[src/sv/tnl_enc_pkg.sv]
package tnl_enc_pkg;

    // Default send buffer size in bytes
    localparam int BUFFER_SIZE_DEF = 1024;

    // Fixed field widths
    localparam int BYTE_W   = 8;
    localparam int COUNT_W  = 11;
    localparam int CFG_A_W  = 2;
    localparam int CFG_D_W  = 2;
    localparam int NL_W     = 2;

    // Configuration register indexes
    localparam logic [CFG_A_W-1:0] REG_NEWLINE_MODE  = 2'd0;
    localparam logic [CFG_A_W-1:0] REG_TELNET_ON     = 2'd1;
    localparam logic [CFG_A_W-1:0] REG_TELNET_BINARY = 2'd2;

    // Newline modes
    localparam logic [NL_W-1:0] NL_CR   = 2'd0;
    localparam logic [NL_W-1:0] NL_LF   = 2'd1;
    localparam logic [NL_W-1:0] NL_CRLF = 2'd2;

    // Input commands
    localparam logic CMD_ENCODE  = 1'b0;
    localparam logic CMD_RELEASE = 1'b1;

    // Byte codes
    localparam logic [BYTE_W-1:0] CHR_NUL = 8'h00;
    localparam logic [BYTE_W-1:0] CHR_LF  = 8'h0a;
    localparam logic [BYTE_W-1:0] CHR_CR  = 8'h0d;
    localparam logic [BYTE_W-1:0] CHR_IAC = 8'hff;

    typedef struct packed {
        logic [BYTE_W-1:0]  out_byte;
        logic               dropped;
        logic               run_last;
        logic               string_end;
        logic [COUNT_W-1:0] fill_after;
    } result_t;

endpackage

[src/sv/telnet_newline_output_encoder.sv]
// Telnet newline output encoder.
//
// Input channel (s_*): one word per command. cmd encode places data_byte into
// the send buffer, expanding CR into CR, LF, CR LF or CR NUL per the newline
// mode and doubling 0xFF when telnet is on. cmd release lowers the fill count
// by freed_count (saturating at zero) and produces no result.
// Result channel (m_*): one word per encoded byte, or one word flagged dropped
// when the byte found no room. run_last marks the last word of an input.
// Configuration: write cfg_wdata to register cfg_addr when cfg_we is high;
// the user must write only while the block is idle; the block does not enforce it.
//
// The first result word is registered and valid in the cycle after the input
// is taken. A new input is taken only while the output register is free; for an
// expanding input the second word waits in a holding register that blocks
// s_ready until it moves to the output register.
// Reset clears the fill count, the configuration and both valid flags.
// When the receiver stalls, the output word holds and s_ready stays low until
// that word is taken and no second word is left waiting.
module telnet_newline_output_encoder #(
    parameter int BUFFER_SIZE = tnl_enc_pkg::BUFFER_SIZE_DEF
) (
    input  logic                             aclk,
    input  logic                             aresetn,

    input  logic                             cfg_we,
    input  logic [tnl_enc_pkg::CFG_A_W-1:0]  cfg_addr,
    input  logic [tnl_enc_pkg::CFG_D_W-1:0]  cfg_wdata,

    input  logic                             s_valid,
    output logic                             s_ready,
    input  logic                             s_cmd,
    input  logic [tnl_enc_pkg::BYTE_W-1:0]   s_data_byte,
    input  logic                             s_final_byte,
    input  logic [tnl_enc_pkg::COUNT_W-1:0]  s_freed_count,

    output logic                             m_valid,
    input  logic                             m_ready,
    output logic [tnl_enc_pkg::BYTE_W-1:0]   m_out_byte,
    output logic                             m_dropped,
    output logic                             m_run_last,
    output logic                             m_string_end,
    output logic [tnl_enc_pkg::COUNT_W-1:0]  m_fill_after
);

    import tnl_enc_pkg::*;

    // Fill register width, and a compare width that holds the fill, the
    // freed count and the buffer size with a spare bit for increments.
    localparam int FW = $clog2(BUFFER_SIZE + 1);
    localparam int CW = ((FW > COUNT_W) ? FW : COUNT_W) + 1;
    localparam logic [CW-1:0] BUF_EXT = CW'(BUFFER_SIZE);

    logic [FW-1:0]   fill_reg, fill_next;
    logic [NL_W-1:0] newline_mode_reg;
    logic            telnet_on_reg;
    logic            telnet_binary_reg;

    result_t         out_reg, out_next;
    logic            out_valid_reg, out_valid_next;
    result_t         hold_reg, hold_next;
    logic            hold_valid_reg, hold_valid_next;

    logic            out_free;
    logic            accept;

    logic [CW-1:0]   fill_ext, fill1, fill2, freed_ext;
    logic [BYTE_W-1:0] first_byte, second_byte;
    logic            two, iac_drop, full, drop, emit2;
    result_t         res0, res1;

    assign out_free = !out_valid_reg || m_ready;
    assign s_ready  = out_free && !hold_valid_reg;
    assign accept   = s_valid && s_ready;

    // Encode the incoming word against the current fill count.
    always_comb begin
        fill_ext  = {{(CW-FW){1'b0}}, fill_reg};
        freed_ext = {{(CW-COUNT_W){1'b0}}, s_freed_count};
        fill1     = fill_ext + CW'(1);
        fill2     = fill_ext + CW'(2);
        full      = fill_ext >= BUF_EXT;

        first_byte  = s_data_byte;
        second_byte = CHR_NUL;
        two         = 1'b0;
        iac_drop    = 1'b0;

        if (s_data_byte == CHR_CR) begin
            case (newline_mode_reg)
                NL_LF: begin
                    first_byte = CHR_LF;
                end
                NL_CR: begin
                    if (telnet_on_reg && !telnet_binary_reg) begin
                        two = 1'b1;
                    end
                end
                default: begin
                    // CR LF, and the unused mode acts the same
                    second_byte = CHR_LF;
                    two         = 1'b1;
                end
            endcase
        end else if (s_data_byte == CHR_IAC && telnet_on_reg) begin
            // Double only with two free slots, else drop the byte
            if (fill1 >= BUF_EXT) begin
                iac_drop = 1'b1;
            end else begin
                second_byte = CHR_IAC;
                two         = 1'b1;
            end
        end

        drop  = full || iac_drop;
        emit2 = two && !drop && (fill1 < BUF_EXT);

        if (drop) begin
            res0.out_byte   = CHR_NUL;
            res0.dropped    = 1'b1;
            res0.run_last   = 1'b1;
            res0.string_end = s_final_byte;
            res0.fill_after = fill_ext[COUNT_W-1:0];
        end else begin
            res0.out_byte   = first_byte;
            res0.dropped    = 1'b0;
            res0.run_last   = !emit2;
            res0.string_end = emit2 ? 1'b0 : s_final_byte;
            res0.fill_after = fill1[COUNT_W-1:0];
        end

        res1.out_byte   = second_byte;
        res1.dropped    = 1'b0;
        res1.run_last   = 1'b1;
        res1.string_end = s_final_byte;
        res1.fill_after = fill2[COUNT_W-1:0];

        // Advance the fill count
        fill_next = fill_reg;
        if (accept) begin
            if (s_cmd == CMD_RELEASE) begin
                fill_next = (freed_ext >= fill_ext) ? '0 : FW'(fill_ext - freed_ext);
            end else if (!drop) begin
                fill_next = emit2 ? FW'(fill2) : FW'(fill1);
            end
        end
    end

    // Output register and second-word holding register
    always_comb begin
        out_next        = out_reg;
        out_valid_next  = out_valid_reg;
        hold_next       = hold_reg;
        hold_valid_next = hold_valid_reg;

        if (out_free) begin
            if (hold_valid_reg) begin
                // Move the waiting second word up
                out_next        = hold_reg;
                out_valid_next  = 1'b1;
                hold_valid_next = 1'b0;
            end else if (accept && s_cmd == CMD_ENCODE) begin
                out_next        = res0;
                out_valid_next  = 1'b1;
                hold_next       = res1;
                hold_valid_next = emit2;
            end else begin
                out_valid_next = 1'b0;
            end
        end
    end

    always_ff @(posedge aclk) begin
        if (!aresetn) begin
            fill_reg          <= '0;
            newline_mode_reg  <= NL_CR;
            telnet_on_reg     <= 1'b0;
            telnet_binary_reg <= 1'b0;
            out_valid_reg     <= 1'b0;
            hold_valid_reg    <= 1'b0;
        end else begin
            fill_reg       <= fill_next;
            out_valid_reg  <= out_valid_next;
            hold_valid_reg <= hold_valid_next;
            if (cfg_we) begin
                case (cfg_addr)
                    REG_NEWLINE_MODE:  newline_mode_reg  <= cfg_wdata[NL_W-1:0];
                    REG_TELNET_ON:     telnet_on_reg     <= cfg_wdata[0];
                    REG_TELNET_BINARY: telnet_binary_reg <= cfg_wdata[0];
                    default: begin
                        // ignore writes to unmapped indexes
                    end
                endcase
            end
        end
    end

    // Payload registers carry no reset
    always_ff @(posedge aclk) begin
        out_reg  <= out_next;
        hold_reg <= hold_next;
    end

    assign m_valid      = out_valid_reg;
    assign m_out_byte   = out_reg.out_byte;
    assign m_dropped    = out_reg.dropped;
    assign m_run_last   = out_reg.run_last;
    assign m_string_end = out_reg.string_end;
    assign m_fill_after = out_reg.fill_after;

endmodule
[config.mk]
export PLATFORM = sky130hd
export DESIGN_NAME = telnet_newline_output_encoder
export DESIGN_NICKNAME = d
export VERILOG_FILES = /design/src/sv/tnl_enc_pkg.sv /design/src/sv/telnet_newline_output_encoder.sv
export SDC_FILE = /design/constraint.sdc
export NUM_CORES = 1
export LEC_CHECK = 0
export BUFFER_PORTS_ARGS = -buffer_cell sky130_fd_sc_hd__buf_2
export CORE_ASPECT_RATIO = 1.75
export CORE_MARGIN = 1
export CORE_UTILIZATION = 40
export CTS_CLUSTER_DIAMETER = 80
export DETAILED_ROUTE_END_ITERATION = 12
export GPL_ROUTABILITY_DRIVEN = 0
export MAX_ROUTING_LAYER = met4
export PLACE_DENSITY_LB_ADDON = 0.3
export RECOVER_POWER = 100
export SYNTH_ARGS = -nofsm -noshare
export SYNTH_HDL_FRONTEND = slang
export SYNTH_SLANG_ARGS = --single-unit
[constraint.sdc]
create_clock -name aclk -period 2.7 [get_ports aclk]
set_input_delay 0.54 -clock aclk [delete_from_list [all_inputs] [get_ports aclk]]
set_output_delay 0.54 -clock aclk [all_outputs]
set_load 0.1 [all_outputs]
# After elaboration in Yosys (flattened, before gate mapping)
# Cells that the tools add are included.
word_totals:
  ff_bits: 59
  latch_bits: 0
  ram_bits: 0
  mem_bits_ro: 0
  inputBits: 30
  out_inout_bits: 24
  wordCells: 79
  n_memories: 0
classes:
  add_sub_neg: 3
  n_mul: 0
  div_mod_pow: 0
  order_cmp: 4
  n_eq_ne: 6
  n_shift: 0
  mux: 26
  n_bitwise: 2
  n_reduce_logical: 24
ops:
  columns: ["cell", "count"]
  rows:
  - ["22-bit two-way mux", 3]
  - ["11-bit two-way mux", 4]
  - ["8-bit two-way mux", 5]
  - ["11-bit by 1-bit adder with 12-bit output (second input constant)", 1]
  - ["12-bit by 11-bit >= comparator with 1-bit output (second input constant)", 1]
  - ["12-bit by 11-bit less-than comparator with 1-bit output (second input constant)", 1]
  - ["1-bit two-way mux", 12]
  - ["11-bit by 2-bit adder with 11-bit output (second input constant)", 1]
  - ["11-bit >= comparator", 1]
  - ["11-bit >= comparator (second input constant)", 1]
  - ["11-bit subtractor", 1]
  - ["2-bit AND reduction", 5]
  - ["8-bit by 4-bit equality test with 1-bit output (second input constant)", 1]
  - ["8-bit equality test (second input constant)", 1]
  - ["1-bit logical AND", 7]
  - ["1-bit zero test", 5]
  - ["2-bit by 1-bit equality test with 1-bit output (second input constant)", 2]
  - ["2-bit zero test", 2]
  - ["4-bit two-way mux", 1]
  - ["3-bit AND reduction", 1]
  - ["2-bit equality test (second input constant)", 1]
  - ["1-bit logical OR", 2]
  - ["2-bit != test (second input constant)", 1]
  - ["1-bit inverter", 2]
  - ["other kinds (3)", 3]

# Longest topological paths before layout
# Gate-level depths: netlist of run 1.
depth:
  depth_word: 13
  depth_mapped: 12

# Least setup slack after synthesis of run 1
# No wires, ideal clock.
synth_timing:
  kind: "register to register"
  startpoint: "register out_valid_reg, in the netlist m_valid"
  endpoint: "register hold_reg[0] in the netlist's numbering, enable pin"
  setup_ns: 0.388
  arrival_ns: 3.375
  t_required_ns: 2.312
  slack_ns: -1.063
  stages_incl_launch_ff: 5
  synth_period_minus_slack_ns: 3.763
  cell_sequence: "dfxtp_1 -> nor2b_1 -> nor2_1 -> nand2_1 -> nor2_1"
synth_between:
  elab_chain_len: 6
synth_rtl:
  columns: ["element", "line_no", "rtl"]
  rows:
  - ["from (decl)", "telnet_newline_output_encoder.sv:59", "logic out_valid_reg, out_valid_next;"]
  - ["from (signal assigned)", "telnet_newline_output_encoder.sv:182", "out_valid_reg <= out_valid_next;"]
  - ["1-bit zero test", "telnet_newline_output_encoder.sv:71", "assign out_free = !out_valid_reg || m_ready;"]
  - ["1-bit logical OR", "telnet_newline_output_encoder.sv:71", null]
  - ["1-bit logical AND", "telnet_newline_output_encoder.sv:72", "assign s_ready = out_free && !hold_valid_reg;"]
  - ["via s_ready", "telnet_newline_output_encoder.sv:30", "output logic s_ready,"]
  - ["1-bit logical AND", "telnet_newline_output_encoder.sv:73", "assign accept = s_valid && s_ready;"]
  - ["1-bit logical AND", "telnet_newline_output_encoder.sv:161", "end else if (accept && s_cmd == CMD_ENCODE) begin"]
  - ["3-bit AND reduction (no line)", null, null]
  - ["to (signal assigned)", "telnet_newline_output_encoder.sv:200", "hold_reg <= hold_next;"]
  - ["to (decl)", "telnet_newline_output_encoder.sv:60", "result_t hold_reg, hold_next;"]
# The timed path passes the listed nets, and every way through them passes these cells.
# A chain may end at the register's enable or synchronous reset.

# Worst setup path after layout of run 1
layout_timing:
  startpoint: "register fill_reg[1]"
  endpoint: "register fill_reg[1]"
layout_between:
  elab_chain_len: 12
  word_cells_on_any_way: 23
  cone_classes: "add/sub (3); order compare (4); eq/ne (1); mux (10); reduce/logical (5)"
layout_rtl:
  columns: ["element", "line_no", "rtl"]
  rows:
  - ["from (decl)", "telnet_newline_output_encoder.sv:53", "logic [FW-1:0] fill_reg, fill_next;"]
  - ["from (signal assigned)", "telnet_newline_output_encoder.sv:181", "fill_reg <= fill_next;"]
  - ["11-bit by 1-bit adder with 12-bit output", "telnet_newline_output_encoder.sv:79", "fill1 = fill_ext + CW'(1);"]
  - ["12-bit by 11-bit >= comparator with 1-bit output", "telnet_newline_output_encoder.sv:106", "if (fill1 >= BUF_EXT) begin"]
  - ["1-bit two-way mux", "telnet_newline_output_encoder.sv:106", null]
  - ["1-bit two-way mux", "telnet_newline_output_encoder.sv:104", "end else if (s_data_byte == CHR_IAC && telnet_on_reg) begin"]
  - ["1-bit two-way mux", "telnet_newline_output_encoder.sv:88", "if (s_data_byte == CHR_CR) begin"]
  - ["1-bit logical OR", "telnet_newline_output_encoder.sv:114", "drop = full || iac_drop;"]
  - ["1-bit zero test", null, null]
  - ["1-bit logical AND (2 in series)", "telnet_newline_output_encoder.sv:115", "emit2 = two && !drop && (fill1 < BUF_EXT);"]
  - ["11-bit two-way mux", "telnet_newline_output_encoder.sv:143", "fill_next = emit2 ? FW'(fill2) : FW'(fill1);"]
  - ["11-bit two-way mux", "telnet_newline_output_encoder.sv:142", "end else if (!drop) begin"]
  - ["11-bit two-way mux", "telnet_newline_output_encoder.sv:140", "if (s_cmd == CMD_RELEASE) begin"]
# Parallel ways exist; a longest one is shown, timed or not. The select of a mux whose other input is x is not followed.

==> impl_metrics.py, run 1 <==
metrics = {
    "detailed_routing": {
        "drt-wirelength-per-cell_um": 14.2,
        "drc": 0,
        "antenna_left": 0,
        "totalWireLength_um": 7450,
        "drtPass1Iterations": 4,
        "vias": 2722,
        "routed_via_density": 5.18,
        "drtIter0Drc": 151,
    },
    "pwr": {
        "pwr_density_cell_mw_per_mm2": 539,
        "peakVddDrop_uv": 236,
        "p_leak_nw": 1.54,
    },
    "floorplanning": {
        "ios": 54,
        "die_area_mm2": 0.00895,
        "core_area_mm2": 0.00831,
        "core.rowCount": 44,
        "fp.dieW_um": 71.9,
        "initial_core_util_pct": 41.2,
        "fp.dieH_um": 124,
    },
    "sta": {
        "fin_crit_ns": 2.40,
        "finalWorstSetupSlack_ns": 0.301,
        "setup_tns_ns": 0,
        "worstMarginPinSlew_ns": 1.17,
        "period_share_pct": 88.9,
        "fmax_mhz": 417,
        "hold_viol": 0,
        "rsz0062_at_grt": "false",
        "fin_hold_ws_ns": 0.439,
        "finClkSkew_ns": 0.00512,
        "slew_viol_final": 0,
        "relSlewSlack_pct": 22.6,
        "setup_viol": 0,
    },
    "flow_run": {
        "cap_violations": 0,
    },
    "clocking": {
        "cts.sink_count": 54,
        "cts_root_buf": "clkbuf_16",
        "clock_latency_ns": 0.30,
        "cts_hold_buf": 0,
        "cts_tree": "done",
        "clock_path_buffers": 2,
        "cts_setup_buffers": 0,
        "clk_pin_slew_ns": 0.07,
        "cts_resized": 0,
        "htree_levels": 2,
        "cts_buffers": 5,
    },
    "layout": {
        "areaGrowthSynthToFinish_pct": 13.9,
        "fin_cells": 525,
        "diodes": 0,
        "drive_above_1_share_pct": 13.4,
        "largest_reg_flops": 15,
        "fin_area_mm2": 0.00390,
        "fill_cells": 810,
        "nNetsFinal": 454,
    },
    "placed_design": {
        "placed_cell_area_mm2": 0.00381,
        "dp_hpwl_um": 5850,
        "dp.cells": 517,
        "dp_slack_ns": 0.161,
        "io_buffers": 53,
    },
    "synthesis": {
        "ys_ff_latch": 54,
        "synth_common_cells": "42 x nand2_1, 37 x edfxtp_1, 35 x nor2_1, 24 x o21ai_0, 20 x a21oi_1",
        "synth_area_leader_cell": "edfxtp_1",
        "synthTopCellsByArea": "edfxtp_1 32%, dfxtp_1 9.9%, ha_1 5.1%, nand2_1 4.6%, nor2_1 3.8%",
        "syn-num-nets": 405,
        "synthCells": 360,
        "yosysMostFrequentCell": "nand2_1",
        "yosysWarnings": 0,
        "avgSynthCellArea_um2": 9.51,
        "synth_top_area_share_pct": 32.4,
        "synth_area_mm2": 0.00342,
        "yosys.cell_types.count": 57,
        "synth_edf_count": 37,
        "synth_seq_area_share_pct": 42.4,
        "ys.flop_type": "edfxtp_1",
        "synthArstFlopShare_pct": 0,
    },
    "critical_path": {
        "ff2ff_path_depth": 8,
        "crit_start": "fill_reg[1]",
        "worst_ep_arrival_time_ns": 2.58,
        "end_kind": "flop",
        "cp-start-kind": "flop",
        "path_max_fanout": 6,
        "r2r-end": "fill_reg[1]",
        "criticalPathCategory": "reg -> reg",
        "crit_path_end": "fill_reg[1]",
        "required_ns": 2.88,
        "rrSetupSlack_ns": 0.30,
        "rr_startpoint": "fill_reg[1]",
    },
    "global_routing": {
        "grt_max_degree": 35,
        "overflow": 0,
        "grt_usage_pct": 18.5,
        "antenna_found_initial": 0,
        "grt_pass1_wl_um": 12600,
        "grt_pass1_vias": 2662,
    },
    "min_path": {
        "hold_class": "in -> reg",
    },
    "run_status": {
        "status": "finished clean",
    },
}
power breakdown:
group	switching, mW	internal, mW
Combinational	0.291	0.125
Sequential	0.0285	0.928
Clock	0.289	0.438
Total	0.609	1.49
worst min path at each step:
stage | slack [ns] | depth (start not counted) | endpoint | start
6_report | 0.44 | 1 | hold_reg[11] | s_final_byte
3_3_place_gp | 0.49 | 2 | telnet_binary_reg | telnet_binary_reg
2_1_floorplan | 0.43 | 0 | hold_reg[0] | fill_reg[0]
4_1_cts | 0.43 | 1 | hold_reg[11] | s_final_byte
5_1_grt | 0.43 | 1 | hold_reg[11] | s_final_byte
3_5_place_dp | 0.52 | 2 | telnet_binary_reg | telnet_binary_reg
cells in the final DEF, fill, tap and decap left out, types with 2 or more instances in the layout:
cell type / synthesis / layout
nor4_1: 2 / 2
dfxtp_1: 17 / 17
nand3_1: 11 / 11
a22o_1: 6 / 6
o21a_1: 2 / 2
a21o_1: 4 / 4
xnor2_1: 12 / 12
inv_1: 19 / 19
and3_1: 3 / 3
clkbuf_16: 0 / 5
buf_2: 6 / 27
o21ai_0: 24 / 26
mux2i_1: 11 / 11
xor2_1: 14 / 14
o31ai_4: 2 / 2
nor2_1: 35 / 34
nor2b_1: 6 / 7
a21oi_1: 20 / 20
o22ai_1: 2 / 2
nor3_1: 6 / 6
o211ai_1: 2 / 2
ha_1: 14 / 14
clkbuf_1: 8 / 30
edfxtp_1: 37 / 37
nand4_1: 4 / 5
nand2_1: 42 / 42
a31oi_1: 8 / 8
buf_4: 4 / 4
nand2b_1: 2 / 2
nand3b_1: 3 / 3
a22oi_1: 3 / 3
nor2_2: 2 / 2
metrics by stage:
step           power [mW]  utilization, %
2_1_floorplan        1.31               -
3_3_place_gp         1.39            45.9
3_5_place_dp         1.41            45.9
4_1_cts              2.13            47.9
5_1_grt              2.19            46.9
6_report             2.10            46.9
kinds of logic after synthesis:
group,Yosys count,share of synthesized area [%]
DFF,54,42.4
adders and majority gates,15,5.70
muxes,12,3.54
and+or+nand+nor,125,18.0
AOI/OAI and AO/OA,88,18.2
buffers and inverters,40,5.48
xor gates and xnor gates,26,6.65
critical path, stage by stage, from the launching register on:
cell and delay [ns]:
dfxtp_1 0.48, ha_1 0.28, nand3_2 0.17, nor3_4 0.35
nor2_1 0.12, nand3b_1 0.19, mux2_2 0.37, a221oi_1 0.25
a211oi_1 0.08
routing by layer:
metal | track usage [%] | vias to the layer above | share of wire (%)
met2 | 33.5 | 69 | 57
met4 | 8.54 | 0 | 2.3
met3 | 2.91 | 12 | 3.1
li1 | - | 1383 | -
met5 | - | - | 0
met1 | 19.0 | 1258 | 38
final cells by class:
cell class | instances | area [µm²] | area share (%)
repair buffers | 62 | 299 | 7.67
well taps | 115 | 144 | 3.69
multi-input cells | 266 | 1760 | 45.2
inverters | 20 | 75.1 | 1.92
flip-flops and latches | 54 | 1450 | 37.2
clock inverters | 2 | 37.5 | 0.962
clock buffers | 6 | 129 | 3.30
No activity file was read; power rests on OpenSTA's default activity.
==> run 2: changes to the inputs <==
- ABC_AREA: default -> 1
==> impl_metrics.py, run 2 <==
metrics = {
    "pwr": {
        "p_clk_share_pct": 29.9,
        "pwr-share-comb_pct": 24.9,
        "finalPower_mw": 2.17,
        "peakVddDrop_uv": 308,
        "p_int_mw": 1.46,
        "p_leak_nw": 1.77,
        "pwr-share-seq_pct": 45.2,
        "p_switching_uw": 718,
        "switching_share_pct": 33.0,
        "pwr_density_cell_mw_per_mm2": 555,
    },
    "layout": {
        "areaGrowthSynthToFinish_pct": 12.9,
        "diodes": 0,
        "nNetsFinal": 532,
        "drive_above_1_share_pct": 10.7,
        "fill_cells": 900,
        "layout_commonest_cell": "nand2_1",
        "layout_common_cells": "91 x nand2_1, 64 x inv_1, 43 x nand3_1",
        "fin_cells": 603,
        "largest_reg_flops": 15,
    },
    "synthesis": {
        "ys.flop_type": "edfxtp_1",
        "synthCells": 437,
        "avgSynthCellArea_um2": 7.95,
        "ys_ff_latch": 54,
        "synthTopCellsByArea": "edfxtp_1 32%, nand2_1 9.8%, dfxtp_1 9.8%, inv_1 6.8%, nand3_1 5.2%",
        "synth_edf_count": 37,
        "synth_top_area_share_pct": 32.0,
        "syn-num-nets": 482,
        "yosys.cell_types.count": 35,
        "yosysMostFrequentCell": "nand2_1",
        "synth_seq_area_share_pct": 41.8,
        "synthArstFlopShare_pct": 0,
        "yosysWarnings": 0,
        "synth_area_mm2": 0.00347,
        "synth_common_cells": "91 x nand2_1, 63 x inv_1, 39 x nor2_1, 37 x edfxtp_1, 36 x nand3_1",
        "synth_area_leader_cell": "edfxtp_1",
    },
    "floorplanning": {
        "fp.dieH_um": 125,
        "core.rowCount": 44,
        "initial_core_util_pct": 41.5,
        "fp.dieW_um": 72.4,
        "die_area_mm2": 0.00907,
        "core_area_mm2": 0.00837,
        "ios": 54,
    },
    "global_routing": {
        "antenna_found_initial": 0,
        "grt_max_degree": 30,
        "grt_pass1_wl_um": 13700,
        "overflow": 0,
        "grt_usage_pct": 19.8,
        "grt_pass1_vias": 3062,
    },
    "sta": {
        "relSlewSlack_pct": 22.1,
        "period_share_pct": 88.8,
        "setup_viol": 0,
        "setup_tns_ns": 0,
        "fin_crit_ns": 2.40,
        "worstMarginPinSlew_ns": 1.17,
        "slew_viol_final": 0,
        "finClkSkew_ns": 0.00503,
        "rsz0062_at_grt": "false",
        "fmax_mhz": 417,
        "hold_viol": 0,
    },
    "critical_path": {
        "criticalPathCategory": "reg -> reg",
        "critical_path.max_stage_delay_ns": 0.45,
        "cp-start-kind": "flop",
        "end_kind": "flop",
        "critPathSlowestCell": "dfxtp_1",
        "ff2ff_path_depth": 12,
        "path_buf_inv": 2,
        "critPathTopFamily": "simple AND/OR/NAND/NOR gates",
        "path_cells": "ha_1, inv_1, nor2_1, nand2_2, nor2_2, nand2_1, nor2_1, nand2_1, nand2_2, nor2_2, inv_1, o221ai_1",
        "required_ns": 2.72,
        "path_max_fanout": 14,
        "cp.depth": 12,
        "worst_ep_arrival_time_ns": 2.42,
    },
    "min_path": {
        "hold_class": "reg -> reg",
        "whs_path_depth": 2,
    },
    "detailed_routing": {
        "vias": 3045,
        "drtPass1Iterations": 4,
        "routed_via_density": 5.05,
        "drc": 0,
        "antenna_left": 0,
        "drtIter0Drc": 201,
        "drt-wirelength-per-cell_um": 13.4,
        "totalWireLength_um": 8100,
    },
    "placed_design": {
        "dp.cells": 595,
        "io_buffers": 53,
        "dp_hpwl_um": 6360,
    },
    "clocking": {
        "cts_root_buf": "clkbuf_16",
        "cts_buffers": 5,
        "htree_levels": 2,
        "cts_setup_buffers": 0,
        "clk_pin_slew_ns": 0.07,
        "clock_path_buffers": 2,
        "clock_latency_ns": 0.30,
        "cts.sink_count": 54,
        "cts_tree": "done",
        "cts_hold_buf": 0,
    },
    "flow_run": {
        "cap_violations": 0,
    },
    "run_status": {
        "status": "finished clean",
    },
}
==> run 2: logic make-up after synthesis <==
kind of cell	count (synthesis)	share of synthesized area (%)
xor gates and xnor gates	20	5.05
AOI/OAI and AO/OA	51	8.36
DFF	54	41.8
adders and majority gates	15	5.62
and+or+nand+nor	218	29.8
buffers and inverters	79	9.33
==> run 2: final cells by class <==
cell class	instances	area [µm²]	share of cell area [%]
multi-input combinational	304	1670	42.7
tap	115	144	3.67
timing repair buffer	57	256	6.55
clock inverter	1	5.00	0.128
clock buffer	7	143	3.64
inverter	65	244	6.23
sequential	54	1460	37.1
==> run 2: stage by stage <==
step	worst slack [ns]	cell area (µm²)	util, %	hold slack (ns)
after floorplan	0.0260	3500	-	0.423
after global placement	0.251	3860	46.2	0.440
after detailed placement	0.117	3860	46.2	0.448
after CTS	0.0979	4010	47.9	0.435
after global routing	0.0847	3920	46.8	0.467
final	0.302	3920	46.8	0.456
==> run 2: worst paths after layout <==
path | start | end | slack (ns)
worst max register to register | fill_reg[1] | m_fill_after[9] | 0.30
worst min register to register | telnet_binary_reg | telnet_binary_reg | 0.46
worst max-delay path | fill_reg[1] | m_fill_after[9] | 0.30
worst min-delay path | telnet_binary_reg | telnet_binary_reg | 0.46
==> run 2: power by group through the flow <==
stage | clock, mW | sequential (mW) | combinational [mW]
2_1_floorplan | 0 | 1.12 | 0.301
3_3_place_gp | 0 | 0.999 | 0.540
3_5_place_dp | 0 | 1.00 | 0.550
4_1_cts | 0.661 | 0.983 | 0.553
5_1_grt | 0.689 | 0.989 | 0.594
6_report | 0.650 | 0.984 | 0.541
==> run 2: layer usage <==
metal / track usage (%) / vias to the layer above / routed length, µm
met5: - / - / 0
met4: 8.88 / 0 / 200
met3: 2.98 / 16 / 249
met2: 35.7 / 67 / 4490
met1: 20.5 / 1405 / 3170
li1: - / 1557 / -
==> run 2: worst reg2reg max path, delay by kind of cell (launching register included) <==
family	cells	cell delay, ns
DFF	1	0.45
and+or+nand+nor	8	1.02
AOI/OAI and AO/OA	1	0.14
buffers and inverters	2	0.29
adders and majority gates	1	0.23
==> run 2: what timing repair did <==
action | CTS | global route
resized for setup | 0 | 1
hold endpoints to repair | 0 | 0
setup endpoints to repair | 0 | 6
